`config.mk`:
```
export PLATFORM = sky130hd
export DESIGN_NAME = xorshift64_star_range_generator_unit
export DESIGN_NICKNAME = d
export VERILOG_FILES = /design/src/rtl/xsrg_pkg.sv /design/src/rtl/xorshift64_star_range_generator_unit.sv /design/src/rtl/xsrg_mult.sv /design/src/rtl/xsrg_div.sv
export SDC_FILE = /design/constraint.sdc
export NUM_CORES = 2
export LEC_CHECK = 0
export ABC_AREA = 1
export ABC_CLOCK_PERIOD_IN_PS = 9700
export BUFFER_PORTS_ARGS = -buffer_cell sky130_fd_sc_hd__buf_2
export CELL_PAD_IN_SITES_DETAIL_PLACEMENT = 0
export CELL_PAD_IN_SITES_GLOBAL_PLACEMENT = 2
export CORE_MARGIN = 2
export CORE_UTILIZATION = 30
export CTS_CLUSTER_SIZE = 24
export DETAILED_ROUTE_END_ITERATION = 12
export PLACE_DENSITY = 0.76
export SLEW_MARGIN = 20
export SYNTH_ARGS = -nofsm -noshare
export SYNTH_HDL_FRONTEND = slang
export SYNTH_SLANG_ARGS = --single-unit
```
`constraint.sdc`:
```
create_clock -name i_clk -period 9.7 [get_ports i_clk]
set_input_delay 0.97 -clock i_clk [delete_from_list [all_inputs] [get_ports i_clk]]
set_output_delay 0.97 -clock i_clk [all_outputs]
set_load 0.02 [all_outputs]
```
`src/rtl/xsrg_pkg.sv`:
```
// ----------------------------------------------------------------------------
// xsrg_pkg
// Shared constants and types for the xorshift64* range generator.
// ----------------------------------------------------------------------------
package xsrg_pkg;

    localparam int DRAW_W  = 32;
    localparam int STATE_W = 64;
    localparam int DIGIT_W = 8;

    typedef logic [DRAW_W-1:0]  t_word;
    typedef logic [STATE_W-1:0] t_dword;

    localparam t_dword GOLDEN_SEED = 64'h9e37_79b9_7f4a_7c15;
    localparam t_dword STAR_MULT   = 64'd2685821657736338717;

    localparam int SHIFT_A = 12;
    localparam int SHIFT_B = 25;
    localparam int SHIFT_C = 27;

endpackage

```
`src/rtl/xorshift64_star_range_generator_unit.sv`:
```
// ----------------------------------------------------------------------------
// xorshift64_star_range_generator_unit
// Seeded xorshift64* generator that answers signed range requests.
//
// Channel  Direction  Handshake                Payload
// in       input      i_in_valid / o_in_stall  i_range_low, i_range_high
// out      output     o_out_valid / i_out_stall o_raw_draw, o_bounded_value
// cfg      input      APB psel/penable/pready  seed at byte address 0
//
// A result is worked out by the eight digit steps of the multiplier and the 32
// steps of the remainder divider, and the next request can transfer once the
// result has moved into the output register. A request that covers the full
// 32-bit range skips the divider. Reset is synchronous and loads the
// golden-ratio state. A waiting result is held in the output register while
// the next request is taken; the block stalls its input while a request is
// being worked on, and a finished request waits while the output register
// still holds an unaccepted result.
// ----------------------------------------------------------------------------
module xorshift64_star_range_generator_unit
    import xsrg_pkg::*;
(
    input  logic               i_clk,
    input  logic               i_rst_n,
    input  logic               i_in_valid,
    output logic               o_in_stall,
    input  logic signed [31:0] i_range_low,
    input  logic signed [31:0] i_range_high,
    output logic               o_out_valid,
    input  logic               i_out_stall,
    output logic        [31:0] o_raw_draw,
    output logic signed [31:0] o_bounded_value,
    input  logic               psel,
    input  logic               penable,
    input  logic               pwrite,
    input  logic         [3:0] paddr,
    input  logic        [63:0] pwdata,
    output logic        [63:0] prdata,
    output logic               pready
);

    localparam logic [1:0] S_IDLE = 2'd0;
    localparam logic [1:0] S_MUL  = 2'd1;
    localparam logic [1:0] S_DIV  = 2'd2;
    localparam logic [1:0] S_DONE = 2'd3;

    logic [1:0] r_fsm;
    logic [1:0] n_fsm;
    t_dword     r_seed;
    t_dword     n_seed;
    t_dword     r_gen;
    t_dword     n_gen;
    t_word      r_lo;
    t_word      n_lo;
    t_word      r_span;
    t_word      n_span;
    t_word      r_draw;
    t_word      n_draw;
    t_word      r_bnd;
    t_word      n_bnd;
    logic       r_ovalid;
    logic       n_ovalid;
    t_word      r_odraw;
    t_word      n_odraw;
    t_word      r_obnd;
    t_word      n_obnd;

    logic       w_accept;
    logic       w_cfg_wr;
    logic       w_swap;
    t_word      w_lo;
    t_word      w_hi;
    t_dword     w_x1;
    t_dword     w_x2;
    t_dword     w_x3;
    logic       w_mul_done;
    t_dword     w_prod;
    logic       w_div_start;
    logic       w_div_done;
    t_word      w_rem;
    logic       w_out_free;

    assign w_accept   = i_in_valid && !o_in_stall;
    assign w_cfg_wr   = psel && penable && pwrite && (paddr[3] == 1'b0);
    assign w_swap     = i_range_high < i_range_low;
    assign w_lo       = w_swap ? i_range_high : i_range_low;
    assign w_hi       = w_swap ? i_range_low : i_range_high;
    assign w_x1       = r_gen ^ (r_gen >> SHIFT_A);
    assign w_x2       = w_x1 ^ (w_x1 << SHIFT_B);
    assign w_x3       = w_x2 ^ (w_x2 >> SHIFT_C);
    assign w_out_free = !r_ovalid || !i_out_stall;
    assign w_div_start = (r_fsm == S_MUL) && w_mul_done && (r_span != '0);

    xsrg_mult u_mult (
        .i_clk   (i_clk),
        .i_rst_n (i_rst_n),
        .i_start (w_accept),
        .i_x     (w_x3),
        .o_done  (w_mul_done),
        .o_prod  (w_prod)
    );

    xsrg_div u_div (
        .i_clk      (i_clk),
        .i_rst_n    (i_rst_n),
        .i_start    (w_div_start),
        .i_dividend (w_prod[STATE_W-1:DRAW_W]),
        .i_divisor  (r_span),
        .o_done     (w_div_done),
        .o_rem      (w_rem)
    );

    always_comb begin
        n_fsm    = r_fsm;
        n_seed   = r_seed;
        n_gen    = r_gen;
        n_lo     = r_lo;
        n_span   = r_span;
        n_draw   = r_draw;
        n_bnd    = r_bnd;
        n_ovalid = r_ovalid;
        n_odraw  = r_odraw;
        n_obnd   = r_obnd;

        if (r_ovalid && !i_out_stall) begin
            n_ovalid = 1'b0;
        end

        if (w_cfg_wr) begin
            n_seed = pwdata;
            n_gen  = (pwdata == '0) ? GOLDEN_SEED : pwdata;
        end else if (w_accept) begin
            n_gen = w_x3;
        end

        case (r_fsm)
            S_IDLE: begin
                if (w_accept) begin
                    n_lo   = w_lo;
                    n_span = w_hi - w_lo + 1'b1;
                    n_fsm  = S_MUL;
                end
            end
            S_MUL: begin
                if (w_mul_done) begin
                    n_draw = w_prod[STATE_W-1:DRAW_W];
                    if (r_span == '0) begin
                        n_bnd = w_prod[STATE_W-1:DRAW_W];
                        n_fsm = S_DONE;
                    end else begin
                        n_fsm = S_DIV;
                    end
                end
            end
            S_DIV: begin
                if (w_div_done) begin
                    n_bnd = r_lo + w_rem;
                    n_fsm = S_DONE;
                end
            end
            S_DONE: begin
                if (w_out_free) begin
                    n_ovalid = 1'b1;
                    n_odraw  = r_draw;
                    n_obnd   = r_bnd;
                    n_fsm    = S_IDLE;
                end
            end
            default: begin
                n_fsm = S_IDLE;
            end
        endcase
    end

    always_ff @(posedge i_clk) begin
        if (!i_rst_n) begin
            r_fsm    <= S_IDLE;
            r_seed   <= '0;
            r_gen    <= GOLDEN_SEED;
            r_ovalid <= 1'b0;
        end else begin
            r_fsm    <= n_fsm;
            r_seed   <= n_seed;
            r_gen    <= n_gen;
            r_ovalid <= n_ovalid;
        end
        r_lo    <= n_lo;
        r_span  <= n_span;
        r_draw  <= n_draw;
        r_bnd   <= n_bnd;
        r_odraw <= n_odraw;
        r_obnd  <= n_obnd;
    end

    assign o_in_stall      = (r_fsm != S_IDLE);
    assign o_out_valid     = r_ovalid;
    assign o_raw_draw      = r_odraw;
    assign o_bounded_value = r_obnd;
    assign pready          = 1'b1;
    assign prdata          = (paddr[3] == 1'b0) ? r_seed : '0;

    a_busy_after_accept: assert property (@(posedge i_clk) disable iff (!i_rst_n)
        w_accept |=> o_in_stall)
        else $error("Input not stalled after a transfer.");

    a_mul_done_in_mul: assert property (@(posedge i_clk) disable iff (!i_rst_n)
        w_mul_done |-> (r_fsm == S_MUL))
        else $error("Multiplier finished outside the multiply phase.");

    a_div_done_in_div: assert property (@(posedge i_clk) disable iff (!i_rst_n)
        w_div_done |-> (r_fsm == S_DIV))
        else $error("Divider finished outside the divide phase.");

    a_out_from_done: assert property (@(posedge i_clk) disable iff (!i_rst_n)
        $rose(o_out_valid) |-> ($past(r_fsm) == S_DONE))
        else $error("Result presented without a finished request.");

endmodule

```
`src/rtl/xsrg_mult.sv`:
```
// ----------------------------------------------------------------------------
// xsrg_mult
// Digit-serial multiplier by the scrambling constant, low 64 product bits.
// ----------------------------------------------------------------------------
module xsrg_mult
    import xsrg_pkg::*;
(
    input  logic   i_clk,
    input  logic   i_rst_n,
    input  logic   i_start,
    input  t_dword i_x,
    output logic   o_done,
    output t_dword o_prod
);

    localparam int DIGITS = STATE_W / DIGIT_W;
    localparam int CNT_W  = $clog2(DIGITS);
    localparam logic [CNT_W-1:0] CNT_LAST = CNT_W'(DIGITS - 1);

    t_dword             r_x;
    t_dword             n_x;
    t_dword             r_k;
    t_dword             n_k;
    t_dword             r_acc;
    t_dword             n_acc;
    logic [CNT_W-1:0]   r_cnt;
    logic [CNT_W-1:0]   n_cnt;
    logic               r_busy;
    logic               n_busy;
    logic               r_done;
    logic               n_done;
    logic [STATE_W+DIGIT_W-1:0] w_prod;

    assign w_prod = {{DIGIT_W{1'b0}}, r_x} * {{STATE_W{1'b0}}, r_k[DIGIT_W-1:0]};

    always_comb begin
        n_x    = r_x;
        n_k    = r_k;
        n_acc  = r_acc;
        n_cnt  = r_cnt;
        n_busy = r_busy;
        n_done = 1'b0;
        if (i_start) begin
            n_x    = i_x;
            n_k    = STAR_MULT;
            n_acc  = '0;
            n_cnt  = '0;
            n_busy = 1'b1;
        end else if (r_busy) begin
            n_acc = r_acc + w_prod[STATE_W-1:0];
            n_x   = r_x << DIGIT_W;
            n_k   = r_k >> DIGIT_W;
            n_cnt = r_cnt + 1'b1;
            if (r_cnt == CNT_LAST) begin
                n_busy = 1'b0;
                n_done = 1'b1;
            end
        end
    end

    always_ff @(posedge i_clk) begin
        if (!i_rst_n) begin
            r_busy <= 1'b0;
            r_done <= 1'b0;
            r_cnt  <= '0;
        end else begin
            r_busy <= n_busy;
            r_done <= n_done;
            r_cnt  <= n_cnt;
        end
        r_x   <= n_x;
        r_k   <= n_k;
        r_acc <= n_acc;
    end

    assign o_done = r_done;
    assign o_prod = r_acc;

endmodule

```
`src/rtl/xsrg_div.sv`:
```
// ----------------------------------------------------------------------------
// xsrg_div
// Bit-serial restoring divider that returns the remainder of a 32-bit draw.
// ----------------------------------------------------------------------------
module xsrg_div
    import xsrg_pkg::*;
(
    input  logic  i_clk,
    input  logic  i_rst_n,
    input  logic  i_start,
    input  t_word i_dividend,
    input  t_word i_divisor,
    output logic  o_done,
    output t_word o_rem
);

    localparam int CNT_W = $clog2(DRAW_W);
    localparam logic [CNT_W-1:0] CNT_LAST = CNT_W'(DRAW_W - 1);

    t_word              r_q;
    t_word              n_q;
    t_word              r_rem;
    t_word              n_rem;
    t_word              r_div;
    t_word              n_div;
    logic [CNT_W-1:0]   r_cnt;
    logic [CNT_W-1:0]   n_cnt;
    logic               r_busy;
    logic               n_busy;
    logic               r_done;
    logic               n_done;
    logic [DRAW_W:0]    w_trial;
    logic [DRAW_W:0]    w_diff;

    assign w_trial = {r_rem, r_q[DRAW_W-1]};
    assign w_diff  = w_trial - {1'b0, r_div};

    always_comb begin
        n_q    = r_q;
        n_rem  = r_rem;
        n_div  = r_div;
        n_cnt  = r_cnt;
        n_busy = r_busy;
        n_done = 1'b0;
        if (i_start) begin
            n_q    = i_dividend;
            n_rem  = '0;
            n_div  = i_divisor;
            n_cnt  = '0;
            n_busy = 1'b1;
        end else if (r_busy) begin
            n_q   = r_q << 1;
            n_rem = w_diff[DRAW_W] ? w_trial[DRAW_W-1:0] : w_diff[DRAW_W-1:0];
            n_cnt = r_cnt + 1'b1;
            if (r_cnt == CNT_LAST) begin
                n_busy = 1'b0;
                n_done = 1'b1;
            end
        end
    end

    always_ff @(posedge i_clk) begin
        if (!i_rst_n) begin
            r_busy <= 1'b0;
            r_done <= 1'b0;
            r_cnt  <= '0;
        end else begin
            r_busy <= n_busy;
            r_done <= n_done;
            r_cnt  <= n_cnt;
        end
        r_q   <= n_q;
        r_rem <= n_rem;
        r_div <= n_div;
    end

    assign o_done = r_done;
    assign o_rem  = r_rem;

endmodule

```
==> results.toml <==
[status]
run_status = "finished, final reports clean"

[grt]
grt_pass1_wl_mm = 264.2
grt.total_usage_pct = 20.86
grt_overflow = 0
grt_pass1_vias = 41825
grt_max_degree = 105
antenna_found_initial = 5

[setup_path]
end_kind = "flip-flop"
cp_slowest_cell = "dfxtp_4"
crit_required_ps = 10280
worstPathArrival_ps = 6720
critPathMaxStageDelay_ps = 760
path_class = "flip-flop to flip-flop"
crit_chain = "buf_4 > nand2_1 > inv_1 > fa_1 > fa_1 > fa_1 > inv_1 > fa_1 > inv_1 > ha_1 > a21oi_1 > o21ai_0 > a21oi_1 > nand3_1 > nand2_1 > nand3_1 > nand2_1 > nand3_1 > nand2_1 > inv_1"
path_max_fanout = 36
ff2ff_setup_slack_ps = 3550
worstSetupStartpointType = "flip-flop"

[sta]
fmax_mhz = 162.7
setup_violations = 0
min_period_over_period_pct = 63.36
hold_viol = 0
fin_skew_ps = 21.89
fin_tns_setup_ps = 0
slew_violations = 0
worst_pin_slew_ps = 1127
min_period_ps = 6146
grt_setup_unrepaired = "no"
slew_headroom_pct = 24.89

[synth]
synth.avg_cell_area_sq_um = 7.579
synth_flop_cell = "edfxtp_1"
syn_area_sq_um = 48850
synth_edf_count = 320
synth_area_leader_cell = "edfxtp_1"
synth_area_leaders = "edfxtp_1, fa_1, nand2_1, dfxtp_1, inv_1"
synthMostInstantiatedCell = "nand2_1"
synth_top_cell_area_share_pct = 19.67
synthTopCellsByCount = "nand2_1, inv_1, nor2_1"
syn_inst = 6445
ys_types = 56
syn_nets = 7204
synth-seq-cells = 589
synth_warnings = 0
ys_async_sr_fraction_pct = 0
seq_area_frac_synth_pct = 30.70

[routing]
drc = 0
num_vias = 41197
drtIter0Drc = 3044
drt-pass1-iter-count = 5
ant_nets = 0
viasPerCell = 4.675
finalWirelength_mm = 173.8
wl_per_cell_microns = 19.72

[floorplanning]
initial_core_util_pct = 30.11
fp.coreArea_sq_um = 162200
fp.dieH_microns = 407.5
io_pins = 270
die_w_microns = 407.5
die_area_sq_um = 166100
num_rows = 148

[clock_network]
cts_buffers = 73
cts_root_buffer = "clkbuf_16"
clk_latency_ps = 680
cts_resized = 0
cts_max_path_buffers = 3
cts_max_level = 3
cts_tree = "yes"
cts.sinks = 589
postCtsSetupBuffers = 0
path_clk_slew_ps = 60
ctsHoldBuffers = 0

[placement]
gp_congestion = 0.9404
portBuffers = 265
hpwl_mm = 140.4

[worst_hold_path]
worstHoldPathType = "flip-flop to flip-flop"

[final_layout]
area_growth_pct = 12.04
drive_gt1_share_pct = 7.144
final_nets = 7340

[flow_run]
cap_violations = 0
==> cells in the final DEF, fill, tap and decap left out, types with 12 or more instances in the layout <==
master	Yosys	final
a21o_1	16	16
clkbuf_1	190	16
xnor2_1	111	111
nor3_1	33	33
clkbuf_16	0	74
nand2_1	1652	1650
fa_1	413	413
nor4_1	30	30
o21ai_0	326	324
or2_2	12	12
o21ai_1	57	59
o21bai_1	29	29
nand4_1	51	51
ha_1	207	207
nor2_1	422	419
inv_1	1423	1420
buf_2	19	265
edfxtp_1	320	320
buf_4	2	37
xor2_1	100	100
a22o_1	13	13
a21oi_1	343	342
dfxtp_1	269	260
nand3_1	235	234
a211oi_1	34	34
o22ai_1	16	16
==> critical path: cells and delay by family, from the launching register on <==
family,cells,cell delay (ps)
adders and majority gates,5,2190
buffers and inverters,5,680
AOI/OAI and AO/OA,3,1130
DFF,1,760
and+or+nand+nor,7,1230
==> cells by family after synthesis <==
logic type,share of synthesized area [%]
and+or+nand+nor,20.40
adders and majority gates,22.23
other,0.007677
buffers and inverters,13.00
DFF,30.70
AOI/OAI and AO/OA,9.875
xor gates and xnor gates,3.783
==> area by class of cell <==
class,instances,area (sq um)
flip-flops and latches,589,15020
repair buffers,302,1604
clock inverters,35,480.5
diodes,2,5.005
fillers,17595,107500
well taps,2175,2721
clock buffers,94,1967
inverters,1431,5378
multi-input cells,4184,27550
==> registers in the layout (all words and copies together), names as in the netlist <==
name / count
r_span: 32
u_mult.r_cnt: 3
r_draw: 32
r_bnd: 32
u_mult.o_done: 1
u_div.o_rem: 32
o_out_valid: 1
u_div.r_cnt: 5
u_mult.r_x: 64
r_fsm: 2
r_gen: 64
u_div.o_done: 1
r_seed: 64
o_raw_draw: 32
u_div.r_q: 32
u_div.r_div: 32
u_div.r_busy: 1
u_mult.r_busy: 1
u_mult.o_prod: 64
u_mult.r_k: 30
r_lo: 32
o_bounded_value: 32
==> worst paths after layout <==
check	from	endpoint	depth (start not counted)
worst max-delay path	u_mult.r_k[6]$_SDFFE_PP0P_	u_mult.o_prod[54]$_SDFFE_PP0P_	20
worst max register to register	u_mult.r_k[6]$_SDFFE_PP0P_	u_mult.o_prod[54]$_SDFFE_PP0P_	20
worst min register to register	r_draw[16]$_DFFE_PP_	o_raw_draw[16]$_DFFE_PP_	0
worst min-delay path	r_draw[16]$_DFFE_PP_	o_raw_draw[16]$_DFFE_PP_	0
==> stage by stage <==
stage / hold slack, ps / util (%) / setup WS (ps) / instance area [sq um] / std cells
after floorplan: 400.3 / - / 5149 / 48850 / 6445
after global placement: 403.4 / 32.23 / 3693 / 52280 / 8681
after detailed placement: 404.5 / 32.23 / 3689 / 52280 / 8681
after CTS: 418.5 / 33.73 / 3668 / 54720 / 8810
after global routing: 424.2 / 33.73 / 3354 / 54720 / 8810
final: 416.8 / 33.74 / 3554 / 54730 / 8812
==> per-layer routing <==
layer  vias up  share of wire (%)  track usage, %  wire length, microns
met1     19933                 48           29.92                 83860
li1      20075                  -               -                     -
met2      1027                 45           33.26                 77930
met5         -                  0               0                     0
met3       162                4.8           2.619                  8336
met4         0                2.1           4.974                  3668
Power is left out: the tool's default activity adds up to more than one toggle a clock period on the data nets, which glitch-free logic cannot reach.
